**src/hw/rtl/qsr_pkg.sv**
```systemverilog
// ----------------------------------------------------------------------------
// Quadrature speed regulator package
// Shared types and constants for the decoder front end, the item queue and
// the regulation back end.
// ----------------------------------------------------------------------------
package qsr_pkg;

    // Field widths fixed by the interface.
    localparam int DUTY_W      = 16;
    localparam int POS_W       = 9;
    localparam int PHASE_W     = 3;
    localparam int REV_W       = 2;
    localparam int ELAPSED_W   = 16;
    localparam int TARGET_W    = 16;
    localparam int CPR_W       = 8;

    // Stream data widths, padded to whole bytes.
    localparam int S_DATA_W = 8;
    localparam int M_DATA_W = 48;

    // Configuration port.
    localparam int CFG_INDEX_W = 2;
    localparam int CFG_DATA_W  = 16;

    // Depth of the queue between front and back.
    localparam int QUEUE_DEPTH = 2;

    // Register indexes of the configuration port.
    localparam logic [CFG_INDEX_W-1:0] CFG_TARGET_MS      = 2'd0;
    localparam logic [CFG_INDEX_W-1:0] CFG_DUTY_MAX       = 2'd1;
    localparam logic [CFG_INDEX_W-1:0] CFG_DUTY_INITIAL   = 2'd2;
    localparam logic [CFG_INDEX_W-1:0] CFG_COUNTS_PER_REV = 2'd3;

    // Reset values of the configuration registers and of the duty.
    localparam logic [TARGET_W-1:0]    TARGET_RST       = 16'd100;
    localparam logic [DUTY_W-1:0]      DUTY_MAX_RST     = 16'd1000;
    localparam logic [DUTY_W-1:0]      DUTY_INITIAL_RST = 16'd500;
    localparam logic [CPR_W-1:0]       CPR_RST          = 8'd48;

    // Kind of an input word.
    typedef enum logic {
        KIND_SAMPLE = 1'b0,
        KIND_TICK   = 1'b1
    } kind_t;

    // Decoder states.
    typedef enum logic [PHASE_W-1:0] {
        PH_RESET = 3'd0,
        PH_A0B0  = 3'd1,
        PH_A0B1  = 3'd2,
        PH_A1B0  = 3'd3,
        PH_A1B1  = 3'd4
    } phase_t;

    // Revolution flags.
    typedef enum logic [REV_W-1:0] {
        REV_NONE = 2'd0,
        REV_CW   = 2'd1,
        REV_CCW  = 2'd2
    } rev_t;

    // One classified item in the queue.
    typedef struct packed {
        kind_t kind;
        logic  reset_request;
        logic  chan_a;
        logic  chan_b;
    } item_t;

    // Queue head handed from front to back.
    typedef struct packed {
        logic  valid;
        item_t item;
    } head_t;

    // Configuration seen by the back end.
    typedef struct packed {
        logic [TARGET_W-1:0]    target_ms;
        logic [DUTY_W-1:0]      duty_max;
        logic [CPR_W-1:0]       counts_per_rev;
    } cfg_t;

endpackage

```
**src/hw/rtl/qsr_front.sv**
```systemverilog
// ----------------------------------------------------------------------------
// Quadrature speed regulator front end
// Accepts input words, classifies them into items and holds them in a short
// queue until the back end takes them.
// ----------------------------------------------------------------------------
module qsr_front
(
    input  logic                          clk,
    input  logic                          rst_n,
    input  logic                          s_tvalid,
    output logic                          s_tready,
    input  logic [qsr_pkg::S_DATA_W-1:0]  s_tdata,   // reset_request, chan_a, chan_b
    input  logic                          s_tuser,   // action
    output qsr_pkg::head_t                head,
    input  logic                          pop
);

    localparam int PTR_W = $clog2(qsr_pkg::QUEUE_DEPTH);
    localparam int CNT_W = $clog2(qsr_pkg::QUEUE_DEPTH + 1);

    qsr_pkg::item_t   queue_reg [qsr_pkg::QUEUE_DEPTH];
    logic [PTR_W-1:0] wr_ptr_reg, wr_ptr_next;
    logic [PTR_W-1:0] rd_ptr_reg, rd_ptr_next;
    logic [CNT_W-1:0] count_reg, count_next;
    qsr_pkg::item_t   item_in;
    logic             push;

    // Classify the incoming word.
    always_comb
    begin
        item_in.kind          = s_tuser ? qsr_pkg::KIND_TICK : qsr_pkg::KIND_SAMPLE;
        item_in.reset_request = s_tdata[0];
        item_in.chan_a        = s_tdata[1];
        item_in.chan_b        = s_tdata[2];
    end

    assign s_tready = (count_reg != CNT_W'(qsr_pkg::QUEUE_DEPTH));
    assign push     = s_tvalid && s_tready;

    // Queue pointers and fill count.
    always_comb
    begin
        wr_ptr_next = wr_ptr_reg;
        rd_ptr_next = rd_ptr_reg;
        count_next  = count_reg;
        if (push)
        begin
            wr_ptr_next = (wr_ptr_reg == PTR_W'(qsr_pkg::QUEUE_DEPTH - 1)) ?
                          '0 : wr_ptr_reg + 1'b1;
        end
        if (pop)
        begin
            rd_ptr_next = (rd_ptr_reg == PTR_W'(qsr_pkg::QUEUE_DEPTH - 1)) ?
                          '0 : rd_ptr_reg + 1'b1;
        end
        if (push && !pop)
        begin
            count_next = count_reg + 1'b1;
        end
        else if (pop && !push)
        begin
            count_next = count_reg - 1'b1;
        end
    end

    always_ff @(posedge clk or negedge rst_n)
    begin
        if (!rst_n)
        begin
            wr_ptr_reg <= '0;
            rd_ptr_reg <= '0;
            count_reg  <= '0;
        end
        else
        begin
            wr_ptr_reg <= wr_ptr_next;
            rd_ptr_reg <= rd_ptr_next;
            count_reg  <= count_next;
        end
    end

    // Queue storage.
    always_ff @(posedge clk)
    begin
        if (push)
        begin
            queue_reg[wr_ptr_reg] <= item_in;
        end
    end

    // Head of the queue for the back end.
    assign head.valid = (count_reg != '0);
    assign head.item  = queue_reg[rd_ptr_reg];

endmodule

```
**src/hw/rtl/qsr_back.sv**
```systemverilog
// ----------------------------------------------------------------------------
// Quadrature speed regulator back end
// Runs the quadrature state machine, the position count, the millisecond
// timer and the duty regulation, and holds each result in an output register.
// ----------------------------------------------------------------------------
module qsr_back
#(
    parameter int TIMER_WIDTH = 16
)
(
    input  logic                          clk,
    input  logic                          rst_n,
    input  qsr_pkg::head_t                head,
    output logic                          pop,
    input  qsr_pkg::cfg_t                 cfg,
    output logic                          m_tvalid,
    input  logic                          m_tready,
    output logic [qsr_pkg::M_DATA_W-1:0]  m_tdata
);

    localparam int CMP_W = (TIMER_WIDTH > qsr_pkg::ELAPSED_W) ? TIMER_WIDTH :
                           qsr_pkg::ELAPSED_W;
    localparam int SUM_W = qsr_pkg::POS_W + 1;
    localparam int PAD_W = qsr_pkg::M_DATA_W - qsr_pkg::DUTY_W - qsr_pkg::POS_W -
                           qsr_pkg::PHASE_W - qsr_pkg::REV_W - qsr_pkg::ELAPSED_W;

    qsr_pkg::phase_t                  state_reg, state_next;
    logic signed [qsr_pkg::POS_W-1:0] pos_reg, pos_next;
    logic [TIMER_WIDTH-1:0]           timer_reg, timer_next;
    logic [qsr_pkg::DUTY_W-1:0]       duty_reg, duty_next;
    logic                             out_valid_reg;
    logic [qsr_pkg::M_DATA_W-1:0]     out_data_reg;

    qsr_pkg::phase_t                  phase_target;
    qsr_pkg::phase_t                  decode_next;
    logic                             in_phase;
    logic                             step_up;
    logic                             step_down;
    logic signed [SUM_W-1:0]          pos_sum;
    logic signed [SUM_W-1:0]          pos_clamped;
    logic signed [SUM_W-1:0]          cpr_pos;
    qsr_pkg::rev_t                    rev;
    logic [CMP_W-1:0]                 timer_cmp;
    logic [CMP_W-1:0]                 target_cmp;
    logic [qsr_pkg::ELAPSED_W-1:0]    elapsed;

    // Take an item whenever the output register is free or being emptied.
    assign pop = head.valid && (!out_valid_reg || m_tready);

    // Phase that matches the channel levels.
    always_comb
    begin
        unique case ({head.item.chan_a, head.item.chan_b})
            2'b00:   phase_target = qsr_pkg::PH_A0B0;
            2'b01:   phase_target = qsr_pkg::PH_A0B1;
            2'b10:   phase_target = qsr_pkg::PH_A1B0;
            default: phase_target = qsr_pkg::PH_A1B1;
        endcase
    end

    // Decoder next state; if both change, A leads from A0 phases, B from A1.
    always_comb
    begin
        decode_next = state_reg;
        unique case (state_reg)
            qsr_pkg::PH_A0B0:
            begin
                if (head.item.chan_a)       decode_next = qsr_pkg::PH_A1B0;
                else if (head.item.chan_b)  decode_next = qsr_pkg::PH_A0B1;
            end
            qsr_pkg::PH_A0B1:
            begin
                if (head.item.chan_a)       decode_next = qsr_pkg::PH_A1B1;
                else if (!head.item.chan_b) decode_next = qsr_pkg::PH_A0B0;
            end
            qsr_pkg::PH_A1B0:
            begin
                if (head.item.chan_b)       decode_next = qsr_pkg::PH_A1B1;
                else if (!head.item.chan_a) decode_next = qsr_pkg::PH_A0B0;
            end
            qsr_pkg::PH_A1B1:
            begin
                if (!head.item.chan_b)      decode_next = qsr_pkg::PH_A1B0;
                else if (!head.item.chan_a) decode_next = qsr_pkg::PH_A0B1;
            end
            default:
            begin
                decode_next = phase_target;
            end
        endcase
    end

    // Decoder outputs: count direction for the move.
    always_comb
    begin
        in_phase  = 1'b1;
        step_up   = 1'b0;
        step_down = 1'b0;
        unique case (state_reg)
            qsr_pkg::PH_A0B0:
            begin
                step_up   = head.item.chan_a;
                step_down = !head.item.chan_a && head.item.chan_b;
            end
            qsr_pkg::PH_A0B1:
            begin
                step_down = head.item.chan_a;
                step_up   = !head.item.chan_a && !head.item.chan_b;
            end
            qsr_pkg::PH_A1B0:
            begin
                step_up   = head.item.chan_b;
                step_down = !head.item.chan_b && !head.item.chan_a;
            end
            qsr_pkg::PH_A1B1:
            begin
                step_down = !head.item.chan_b;
                step_up   = head.item.chan_b && !head.item.chan_a;
            end
            default:
            begin
                in_phase = 1'b0;
            end
        endcase
    end

    // Position step with saturation at plus and minus 255.
    always_comb
    begin
        pos_sum = SUM_W'(pos_reg);
        if (step_up)
        begin
            pos_sum = SUM_W'(pos_reg) + SUM_W'(1);
        end
        else if (step_down)
        begin
            pos_sum = SUM_W'(pos_reg) - SUM_W'(1);
        end
        pos_clamped = pos_sum;
        if (pos_sum > SUM_W'(255))
        begin
            pos_clamped = SUM_W'(255);
        end
        else if (pos_sum < -SUM_W'(255))
        begin
            pos_clamped = -SUM_W'(255);
        end
    end

    assign cpr_pos    = SUM_W'(cfg.counts_per_rev);
    assign timer_cmp  = CMP_W'(timer_reg);
    assign target_cmp = CMP_W'(cfg.target_ms);

    // State update for the item at the head of the queue.
    always_comb
    begin
        state_next = state_reg;
        pos_next   = pos_reg;
        timer_next = timer_reg;
        duty_next  = duty_reg;
        rev        = qsr_pkg::REV_NONE;
        if (head.item.kind == qsr_pkg::KIND_TICK)
        begin
            if (timer_reg != {TIMER_WIDTH{1'b1}})
            begin
                timer_next = timer_reg + 1'b1;
            end
        end
        else
        begin
            if (!in_phase)
            begin
                pos_next = '0;
            end
            else
            begin
                pos_next = pos_clamped[qsr_pkg::POS_W-1:0];
                if (pos_clamped == cpr_pos)
                begin
                    rev = qsr_pkg::REV_CW;
                end
                else if (pos_clamped == -cpr_pos)
                begin
                    rev = qsr_pkg::REV_CCW;
                end
                if (rev != qsr_pkg::REV_NONE)
                begin
                    // Bang-bang duty step against the set point.
                    if (timer_cmp > target_cmp)
                    begin
                        if (duty_reg < cfg.duty_max)
                        begin
                            duty_next = duty_reg + 1'b1;
                        end
                    end
                    else if (timer_cmp < target_cmp)
                    begin
                        if (duty_reg != '0)
                        begin
                            duty_next = duty_reg - 1'b1;
                        end
                    end
                    pos_next   = '0;
                    timer_next = '0;
                end
            end
            state_next = head.item.reset_request ? qsr_pkg::PH_RESET : decode_next;
        end
    end

    // Reported timer, saturated to the field width.
    always_comb
    begin
        if (CMP_W'(timer_next) > CMP_W'({qsr_pkg::ELAPSED_W{1'b1}}))
        begin
            elapsed = {qsr_pkg::ELAPSED_W{1'b1}};
        end
        else
        begin
            elapsed = qsr_pkg::ELAPSED_W'(timer_next);
        end
    end

    // Regulator state.
    always_ff @(posedge clk or negedge rst_n)
    begin
        if (!rst_n)
        begin
            state_reg <= qsr_pkg::PH_RESET;
            pos_reg   <= '0;
            timer_reg <= '0;
            duty_reg  <= qsr_pkg::DUTY_INITIAL_RST;
        end
        else if (pop)
        begin
            state_reg <= state_next;
            pos_reg   <= pos_next;
            timer_reg <= timer_next;
            duty_reg  <= duty_next;
        end
    end

    // Output register valid flag.
    always_ff @(posedge clk or negedge rst_n)
    begin
        if (!rst_n)
        begin
            out_valid_reg <= 1'b0;
        end
        else if (pop)
        begin
            out_valid_reg <= 1'b1;
        end
        else if (m_tready)
        begin
            out_valid_reg <= 1'b0;
        end
    end

    // Output word payload.
    always_ff @(posedge clk)
    begin
        if (pop)
        begin
            out_data_reg <= {{PAD_W{1'b0}}, elapsed, rev, state_next, pos_next,
                             duty_next};
        end
    end

    assign m_tvalid = out_valid_reg;
    assign m_tdata  = out_data_reg;

endmodule

```
**src/hw/rtl/quadrature_speed_regulator.sv**
```systemverilog
// ----------------------------------------------------------------------------
// Quadrature speed regulator
// Quadrature encoder decoder with bang-bang PWM duty regulation per revolution.
// ----------------------------------------------------------------------------
// An accepted word is held in the queue, then its result in the output register on m_tdata.
// One word per cycle while m_tready is high; the back end retires one queued item a cycle.
// A two-entry queue and the output register let either side stall on its own.
// Reset clears the queue and output, sets the decoder to its reset state,
// clears count and timer, loads duty 500 and the default configuration.
module quadrature_speed_regulator
#(
    parameter int TIMER_WIDTH = 16
)
(
    input  logic                              clk,
    input  logic                              rst_n,
    input  logic                              s_tvalid,
    output logic                              s_tready,
    input  logic [qsr_pkg::S_DATA_W-1:0]      s_tdata,  // reset_request, chan_a, chan_b, zeros
    input  logic                              s_tuser,  // action
    output logic                              m_tvalid,
    input  logic                              m_tready,
    output logic [qsr_pkg::M_DATA_W-1:0]      m_tdata,  // duty, position_count, phase_state,
                                                        // revolution, elapsed_ms, zeros
    input  logic                              cfg_valid,
    output logic                              cfg_ready,
    input  logic [qsr_pkg::CFG_INDEX_W-1:0]   cfg_index,
    input  logic [qsr_pkg::CFG_DATA_W-1:0]    cfg_data
);

    logic [qsr_pkg::TARGET_W-1:0]    target_reg;
    logic [qsr_pkg::DUTY_W-1:0]      duty_max_reg;
    logic [qsr_pkg::CPR_W-1:0]       cpr_reg;
    qsr_pkg::cfg_t                   cfg;
    qsr_pkg::head_t                  head;
    logic                            pop;

    assign cfg_ready = 1'b1;

    // Configuration registers. The initial duty only matters at reset, so a
    // write to it is taken and has no further effect.
    always_ff @(posedge clk or negedge rst_n)
    begin
        if (!rst_n)
        begin
            target_reg    <= qsr_pkg::TARGET_RST;
            duty_max_reg  <= qsr_pkg::DUTY_MAX_RST;
            cpr_reg       <= qsr_pkg::CPR_RST;
        end
        else if (cfg_valid && cfg_ready)
        begin
            unique case (cfg_index)
                qsr_pkg::CFG_TARGET_MS:      target_reg    <= cfg_data;
                qsr_pkg::CFG_DUTY_MAX:       duty_max_reg  <= cfg_data;
                qsr_pkg::CFG_COUNTS_PER_REV: cpr_reg       <= cfg_data[qsr_pkg::CPR_W-1:0];
                default:                     ;
            endcase
        end
    end

    assign cfg.target_ms      = target_reg;
    assign cfg.duty_max       = duty_max_reg;
    assign cfg.counts_per_rev = cpr_reg;

    // Front end: accept and queue words.
    qsr_front u_front
    (
        .clk      (clk),
        .rst_n    (rst_n),
        .s_tvalid (s_tvalid),
        .s_tready (s_tready),
        .s_tdata  (s_tdata),
        .s_tuser  (s_tuser),
        .head     (head),
        .pop      (pop)
    );

    // Back end: decode, count, regulate and register the result.
    qsr_back
    #(
        .TIMER_WIDTH (TIMER_WIDTH)
    )
    u_back
    (
        .clk      (clk),
        .rst_n    (rst_n),
        .head     (head),
        .pop      (pop),
        .cfg      (cfg),
        .m_tvalid (m_tvalid),
        .m_tready (m_tready),
        .m_tdata  (m_tdata)
    );

endmodule
```
**config.mk**
```make
export PLATFORM = sky130hd
export DESIGN_NAME = quadrature_speed_regulator
export DESIGN_NICKNAME = d
export VERILOG_FILES = /design/src/hw/rtl/qsr_pkg.sv /design/src/hw/rtl/qsr_front.sv /design/src/hw/rtl/qsr_back.sv /design/src/hw/rtl/quadrature_speed_regulator.sv
export SDC_FILE = /design/constraint.sdc
export NUM_CORES = 1
export LEC_CHECK = 0
export ABC_AREA = 1
export BUFFER_PORTS_ARGS = -buffer_cell sky130_fd_sc_hd__clkbuf_2
export CAP_MARGIN = 20
export CORE_ASPECT_RATIO = 0.8
export CORE_UTILIZATION = 54
export DETAILED_ROUTE_END_ITERATION = 10
export PLACE_DENSITY = 0.83
export SKIP_CTS_REPAIR_TIMING = 1
export SLEW_MARGIN = 25
export SYNTH_ARGS = -nofsm -noshare
export SYNTH_HDL_FRONTEND = slang
export SYNTH_SLANG_ARGS = --single-unit
```
**constraint.sdc**
```tcl
create_clock -name clk -period 3.5 [get_ports clk]
set_input_delay 0.175 -clock clk [delete_from_list [all_inputs] [get_ports clk]]
set_output_delay 0.175 -clock clk [all_outputs]
set_load 0.01 [all_outputs]
```
==> results of run 1 <==
## cell usage after synthesis, drive strengths merged (3+ instances only)
master,instances,area (um2)
clkbuf,22,82.6
inv,154,581
o21ai,109,557
buf,9,87.6
a21oi,32,175
o22ai,9,56.3
nand3,65,345
o211ai,5,37.5
o221ai,3,26.3
nand3b,4,30.0
xnor2,4,42.6
o21a,5,37.5
nor2,77,302
nor3,24,120
ha,42,526
and2,3,18.8
xor2,26,228
edfxtp,54,1620
nand4,17,121
dfstp,17,447
or2,3,18.8
nor4,4,25.0
nand2,316,1250
dfrtp,72,1800
## worst max-delay path: cells and delay by family (launching register included)
kind / cells / cell delay, ps
xor+xnor: 1 / 170
fa+ha+maj: 1 / 160
buf+inv: 6 / 640
flops: 1 / 450
simple gates: 20 / 2060
## path summary, 6_finish.rpt
| check | depth (start not counted) | slack [ps] | startpoint | end |
|---|---|---|---|---|
| worst max-delay path | 28 | -250 | u_front.rd_ptr_reg | u_back.m_tdata[7] |
| worst min-delay path | 3 | -10 | cfg_data[9] | duty_max_reg[9] |
| worst max register to register | 28 | -250 | u_front.rd_ptr_reg | u_back.m_tdata[7] |
| worst min register to register | 2 | 490 | duty_max_reg[14] | duty_max_reg[14] |
| max in group asynchronous | 3 | 2330 | rst_n | duty_max_reg[9] |
| min in group asynchronous | 2 | 330 | rst_n | u_back.pos_reg[4] |
## metal layers
layer  up-vias  wire (um)  global-route usage, %
met3        52       2300                   6.91
met4         0        566                   8.79
met2       394      10300                   39.5
li1       3854          -                      -
met1      3715      10400                   40.1
met5         -          0                      0
## layout make-up
class / instances / area, um2 / share of cell area (%)
repair buffers: 151 / 1070 / 9.85
inverters: 154 / 588 / 5.41
well taps: 210 / 263 / 2.42
multi-input cells: 766 / 4520 / 41.6
clock inverters: 6 / 58.8 / 0.541
flip-flops and latches: 143 / 3870 / 35.6
clock buffers: 26 / 489 / 4.50
## placed cells by master (no fill, tap or decap), drive strengths merged, types with 2 or more instances in the layout
master and n:
a211oi 2, a21oi 32, a31oi 2, and2 3, buf 72, clkbuf 99, clkinv 3, conb 3
dfrtp 72, dfstp 17, dlygate4sd3 6, edfxtp 54, ha 42, inv 155, nand2 319, nand3 65
nand3b 4, nand4 17, nor2 77, nor3 24, nor3b 2, nor4 4, o211ai 5, o21a 5
o21ai 109, o221ai 3, o22ai 9, o31ai 2, or2 3, xnor2 4, xor2 26
## power by group through the flow
stage | registers, W | clock network (W) | logic, W
final | 0.00282 | 0.00172 | 0.00566
after CTS | 0.00279 | 0.00173 | 0.00475
after detailed placement | 0.00281 | 0 | 0.00471
after global routing | 0.00288 | 0.00180 | 0.00618
after global placement | 0.00281 | 0 | 0.00459
after floorplan | 0.00288 | 0 | 0.00299
## through the flow
stage               TNS [ps]  worst slack (ps)
floorplan                  0               191
global placement       -1350             -86.9
detailed placement    -10200              -272
CTS                   -11500              -300
global route          -27280              -455
finish                 -8860              -246
## logic make-up after synthesis
group                      Yosys count
buffers and inverters              185
DFF                                143
xor gates and xnor gates            30
and+or+nand+nor                    515
other                                2
AOI/OAI and AO/OA                  173
adders and majority gates           42
==> flow_summary.json, run 1 <==
{
  "maxCapViolations": 0,
  "fmax_ghz": 0.267,
  "crit_slowest_cell": "dfrtp_2",
  "antenna_cells": 0,
  "dpl_cell_area_um2": 9560,
  "dieHeight_um": 115,
  "rows": 40,
  "grt.overflow.total": 0,
  "switching_share_pct": 45.1,
  "coreArea_um2": 15300,
  "path_clk_slew_ps": 60,
  "ys_types": 48,
  "grt_max_degree": 117,
  "yosysWarnings": 0,
  "root_buffer": "clkbuf_16",
  "cts.htree.levels": 4,
  "criticalPathCategory": "reg -> reg",
  "end_kind": "flop",
  "dp_hpwl_mm": 15.5,
  "relSlewSlack_pct": 39.6,
  "synthXorXnorAreaFrac_pct": 3.13,
  "ys_ff_latch": 143,
  "hp-class": "in -> reg",
  "critPathArrivalTime_ps": 3920,
  "yosys-mux-area-fraction_pct": 0,
  "violations": "hold timing, setup timing",
  "netlist_area_um2": 8640,
  "period_minus_slack_ps": 3750,
  "synth_fa_ha_area_share_pct": 6.08,
  "vias_per_cell": 5.50,
  "netlist_instances": 1090,
  "routabilityCongestion": 0.935,
  "area_growth_pct": 25.8,
  "combPwrFrac_pct": 55.5,
  "grtUsageTotal_pct": 27.3,
  "instances_no_fill": 1456,
  "fin_area_um2": 10900,
  "synth-simple-area-share_pct": 26.0,
  "drive_gt1_share_pct": 26.3,
  "first_iter_violations": 897,
  "critPathMostFrequentCell": "nand2_4",
  "clock_skew_ps": 7.55,
  "cts_tree": "done",
  "die_w_um": 143,
  "antenna_found_initial": 0,
  "ys_seq_area_share_pct": 44.8,
  "wl_per_cell_um": 16.2,
  "wl_mm": 23.6,
  "max_stage_delay_ps": 450,
  "synth_edf_count": 54,
  "worst_pin_slew_ps": 903,
  "portBuffers": 74,
  "clock_latency_ps": 430,
  "numClockSinks": 143,
  "worstPathMaxFanout": 7,
  "clkPwrFrac_pct": 16.9,
  "setup_viol": 79,
  "internal_power_w": 0.00560,
  "power_switching_w": 0.00460,
  "synthArstFlopShare_pct": 62.2,
  "synth_top_flop_cell": "dfrtp_1",
  "period_share_pct": 107,
  "start_util_pct": 56.4,
  "synth_compound_area_share_pct": 11.2,
  "startpoint_type": "flop",
  "total_leakage_power_nw": 5.25,
  "ant_nets": 0,
  "grt_pass1_vias": 7040,
  "clk_path_buf_depth": 2,
  "num_io_pins": 83,
  "worst_slack_ps": -246,
  "grt_pass1_wl_mm": 34.6,
  "nets": 1307,
  "p_per_area_nw_per_um2": 939,
  "status": "finished with violations",
  "num_vias": 8015,
  "power.total_w": 0.0102,
  "p_seq_share_pct": 27.7,
  "slew_violations": 0,
  "largest_reg_flops": 46,
  "die_area_um2": 16500,
  "irDropWorstVdd_mv": 0.915,
  "synth_top_family_by_area": "simple AND/OR/NAND/NOR gates",
  "post-route-drc-count": 0,
  "avgSynthCellArea_um2": 7.93,
  "rsz0062_at_grt": "true",
  "placed_cells": 1399,
  "numCtsBuffers": 17,
  "cp.required_ps": 3680,
  "fillers": 1130,
  "finalHoldWorstSlack_ps": -11.4,
  "hold_viol": 1,
  "dr.pass1.iters": 6,
  "final_util_pct": 70.9
}
No activity file was read; power rests on OpenSTA's default activity.
==> run 2, diff against run 1 <==
--- a/config.mk
+++ b/config.mk
@@ -6,7 +6,7 @@
 export NUM_CORES = 1
 export LEC_CHECK = 0
 export ABC_AREA = 1
-export BUFFER_PORTS_ARGS = -buffer_cell sky130_fd_sc_hd__clkbuf_2
+export BUFFER_PORTS_ARGS = -buffer_cell sky130_fd_sc_hd__buf_2
 export CAP_MARGIN = 20
 export CORE_ASPECT_RATIO = 0.8
 export CORE_UTILIZATION = 54
==> run 2 against run 1 <==
Effect of this change: the flow finishes with violations (setup timing); count of clock-buffer cells in the layout stayed put; global-route usage is 0.11 points higher; worst hold slack better by 29 ps; cell count hardly changed; register-to-register slack better by 180 ps; maximum frequency is 5.1% higher; clock power is 3% higher; core utilization is 0.40 points higher; first-iteration DRC count is 12% lower; total power is 2.4% higher; sequential share of layout area is 0.20 points lower; design area is 0.56% higher; largest cell class unchanged.
==> flow_summary.json, run 2 (synthesis results as in run 1) <==
{
  "status": "finished with violations",
  "violations": "setup timing",
  "mostFrequentLayoutCell": "nand2_1",
  "grt_pass1_wl_mm": 34.6,
  "numCtsBuffers": 17,
  "hold_viol": 0,
  "fillers": 1132,
  "rsz0062_at_grt": "true",
  "die_area_um2": 16500,
  "antenna_found_initial": 1,
  "placed_cells": 1400,
  "grt_pass1_vias": 6944,
  "dr.pass1.iters": 5,
  "die_w_um": 143,
  "wl_per_cell_um": 15.9,
  "dp_hpwl_mm": 15.5,
  "post-route-drc-count": 0,
  "finalHoldWorstSlack_ps": 17.7,
  "worst_pin_slew_ps": 893,
  "rows": 40,
  "critPathArrivalTime_ps": 3740,
  "startpoint_type": "flop",
  "num_vias": 8045,
  "maxCapViolations": 0,
  "worstPathMaxFanout": 7,
  "grtUsageTotal_pct": 27.5,
  "vias_per_cell": 5.52,
  "coreArea_um2": 15300,
  "cts_tree": "done",
  "routabilityCongestion": 0.958,
  "num_io_pins": 83,
  "numClockSinks": 143,
  "grt.overflow.total": 0,
  "pre_cts_slack_ps": -287,
  "area_growth_pct": 26.5,
  "drive_gt1_share_pct": 27.6,
  "clock_latency_ps": 430,
  "root_buffer": "clkbuf_16",
  "fmax_ghz": 0.280,
  "p_per_area_nw_per_um2": 956,
  "clk_path_buf_depth": 2,
  "portBuffers": 74,
  "path_clk_slew_ps": 60,
  "worst_slack_ps": -65.7,
  "power.total_w": 0.0104,
  "cts.htree.levels": 4,
  "period_minus_slack_ps": 3570,
  "mostFrequentLayoutCells": "nand2_1 (264), inv_1 (138), buf_2 (73)",
  "cp.required_ps": 3680,
  "relSlewSlack_pct": 40.3,
  "antenna_cells": 0,
  "multi_input_area_um2": 4570,
  "period_share_pct": 102,
  "wl_mm": 23.2,
  "grt_max_degree": 68,
  "instances_no_fill": 1457,
  "criticalPathCategory": "reg -> reg",
  "largest_reg_flops": 46,
  "dpl_cell_area_um2": 9540,
  "ant_nets": 0,
  "setup_viol": 14,
  "dieHeight_um": 115,
  "clock_skew_ps": 12.2,
  "irDropWorstVdd_mv": 0.490,
  "regArea_um2": 3870,
  "slew_violations": 0,
  "start_util_pct": 56.4,
  "nets": 1308,
  "fin_area_um2": 10900,
  "hp-class": "in -> reg",
  "first_iter_violations": 791,
  "end_kind": "flop",
  "total_leakage_power_nw": 5.23
}
-- run 2: cell types whose count changed in the layout (fill, tap and decap cells not counted), sizes merged --
cell / delta
buf: +75
nor2: +1
clkinvlp: +1
nand2: -2
bufinv: -1
clkbuf: -73
-- run 2: area by class of cell --
type	count	area share (%)
timing repair buffer	153	9.57
clock buffer	26	4.96
multi-input combinational	765	41.8
tap	210	2.40
inverter	154	5.38
sequential	143	35.4
clock inverter	6	0.401
-- run 2: path summary, 6_finish.rpt --
path | startpoint | to | slack, ps | cells after the start
worst max-delay path | u_front.rd_ptr_reg | u_back.m_tdata[2] | -70 | 27
worst min-delay path | cfg_data[14] | duty_max_reg[14] | 20 | 3
worst max register to register | u_front.rd_ptr_reg | u_back.m_tdata[2] | -70 | 27
worst min register to register | u_front.count_reg[0] | u_front.count_reg[0] | 490 | 1
max in group asynchronous | rst_n | duty_max_reg[8] | 2390 | 3
min in group asynchronous | rst_n | u_back.pos_reg[2] | 280 | 2
-- run 2: power by group --
| group | switching (W) | internal, W |
|---|---|---|
| sequential | 0.000375 | 0.00243 |
| combinational | 0.00363 | 0.00224 |
| clock | 0.000699 | 0.00107 |
| total | 0.00470 | 0.00574 |
-- run 2: worst max-delay path: stages, from the launching register on --
cell and delay [ps]:
dfrtp_2 450, inv_4 90, nand2_4 50, nand2_4 100, inv_4 40, ha_4 180
nand2_4 80, nand2_4 70, nor2_4 250, nand3_2 130, nand2_2 100, nand3_2 90
nor2_2 100, nand2_1 70, nand2_2 120, nand2_4 120, buf_6 140, nand2_2 80
nand2_1 50, nand2_1 80, nand3_2 100, nor2_4 130, nand2_4 110, nand2_8 140
buf_8 150, buf_6 100, nand2_4 40, xor2_2 150
-- run 2: through the flow --
stage / utilization (%) / TNS, ps
final: 71.3 / -447
after global routing: 71.3 / -9730
after CTS: 66.1 / -13220
after detailed placement: 62.3 / -7470
after global placement: 62.3 / -1100
after floorplan: - / 0
-- run 2: metal layers --
layer	vias up	global-route usage [%]	wire length, um
li1	3851	-	-
met1	3740	40.3	10400
met2	407	40.6	10200
met3	45	7.25	2130
met4	2	6.24	408
met5	-	0	10
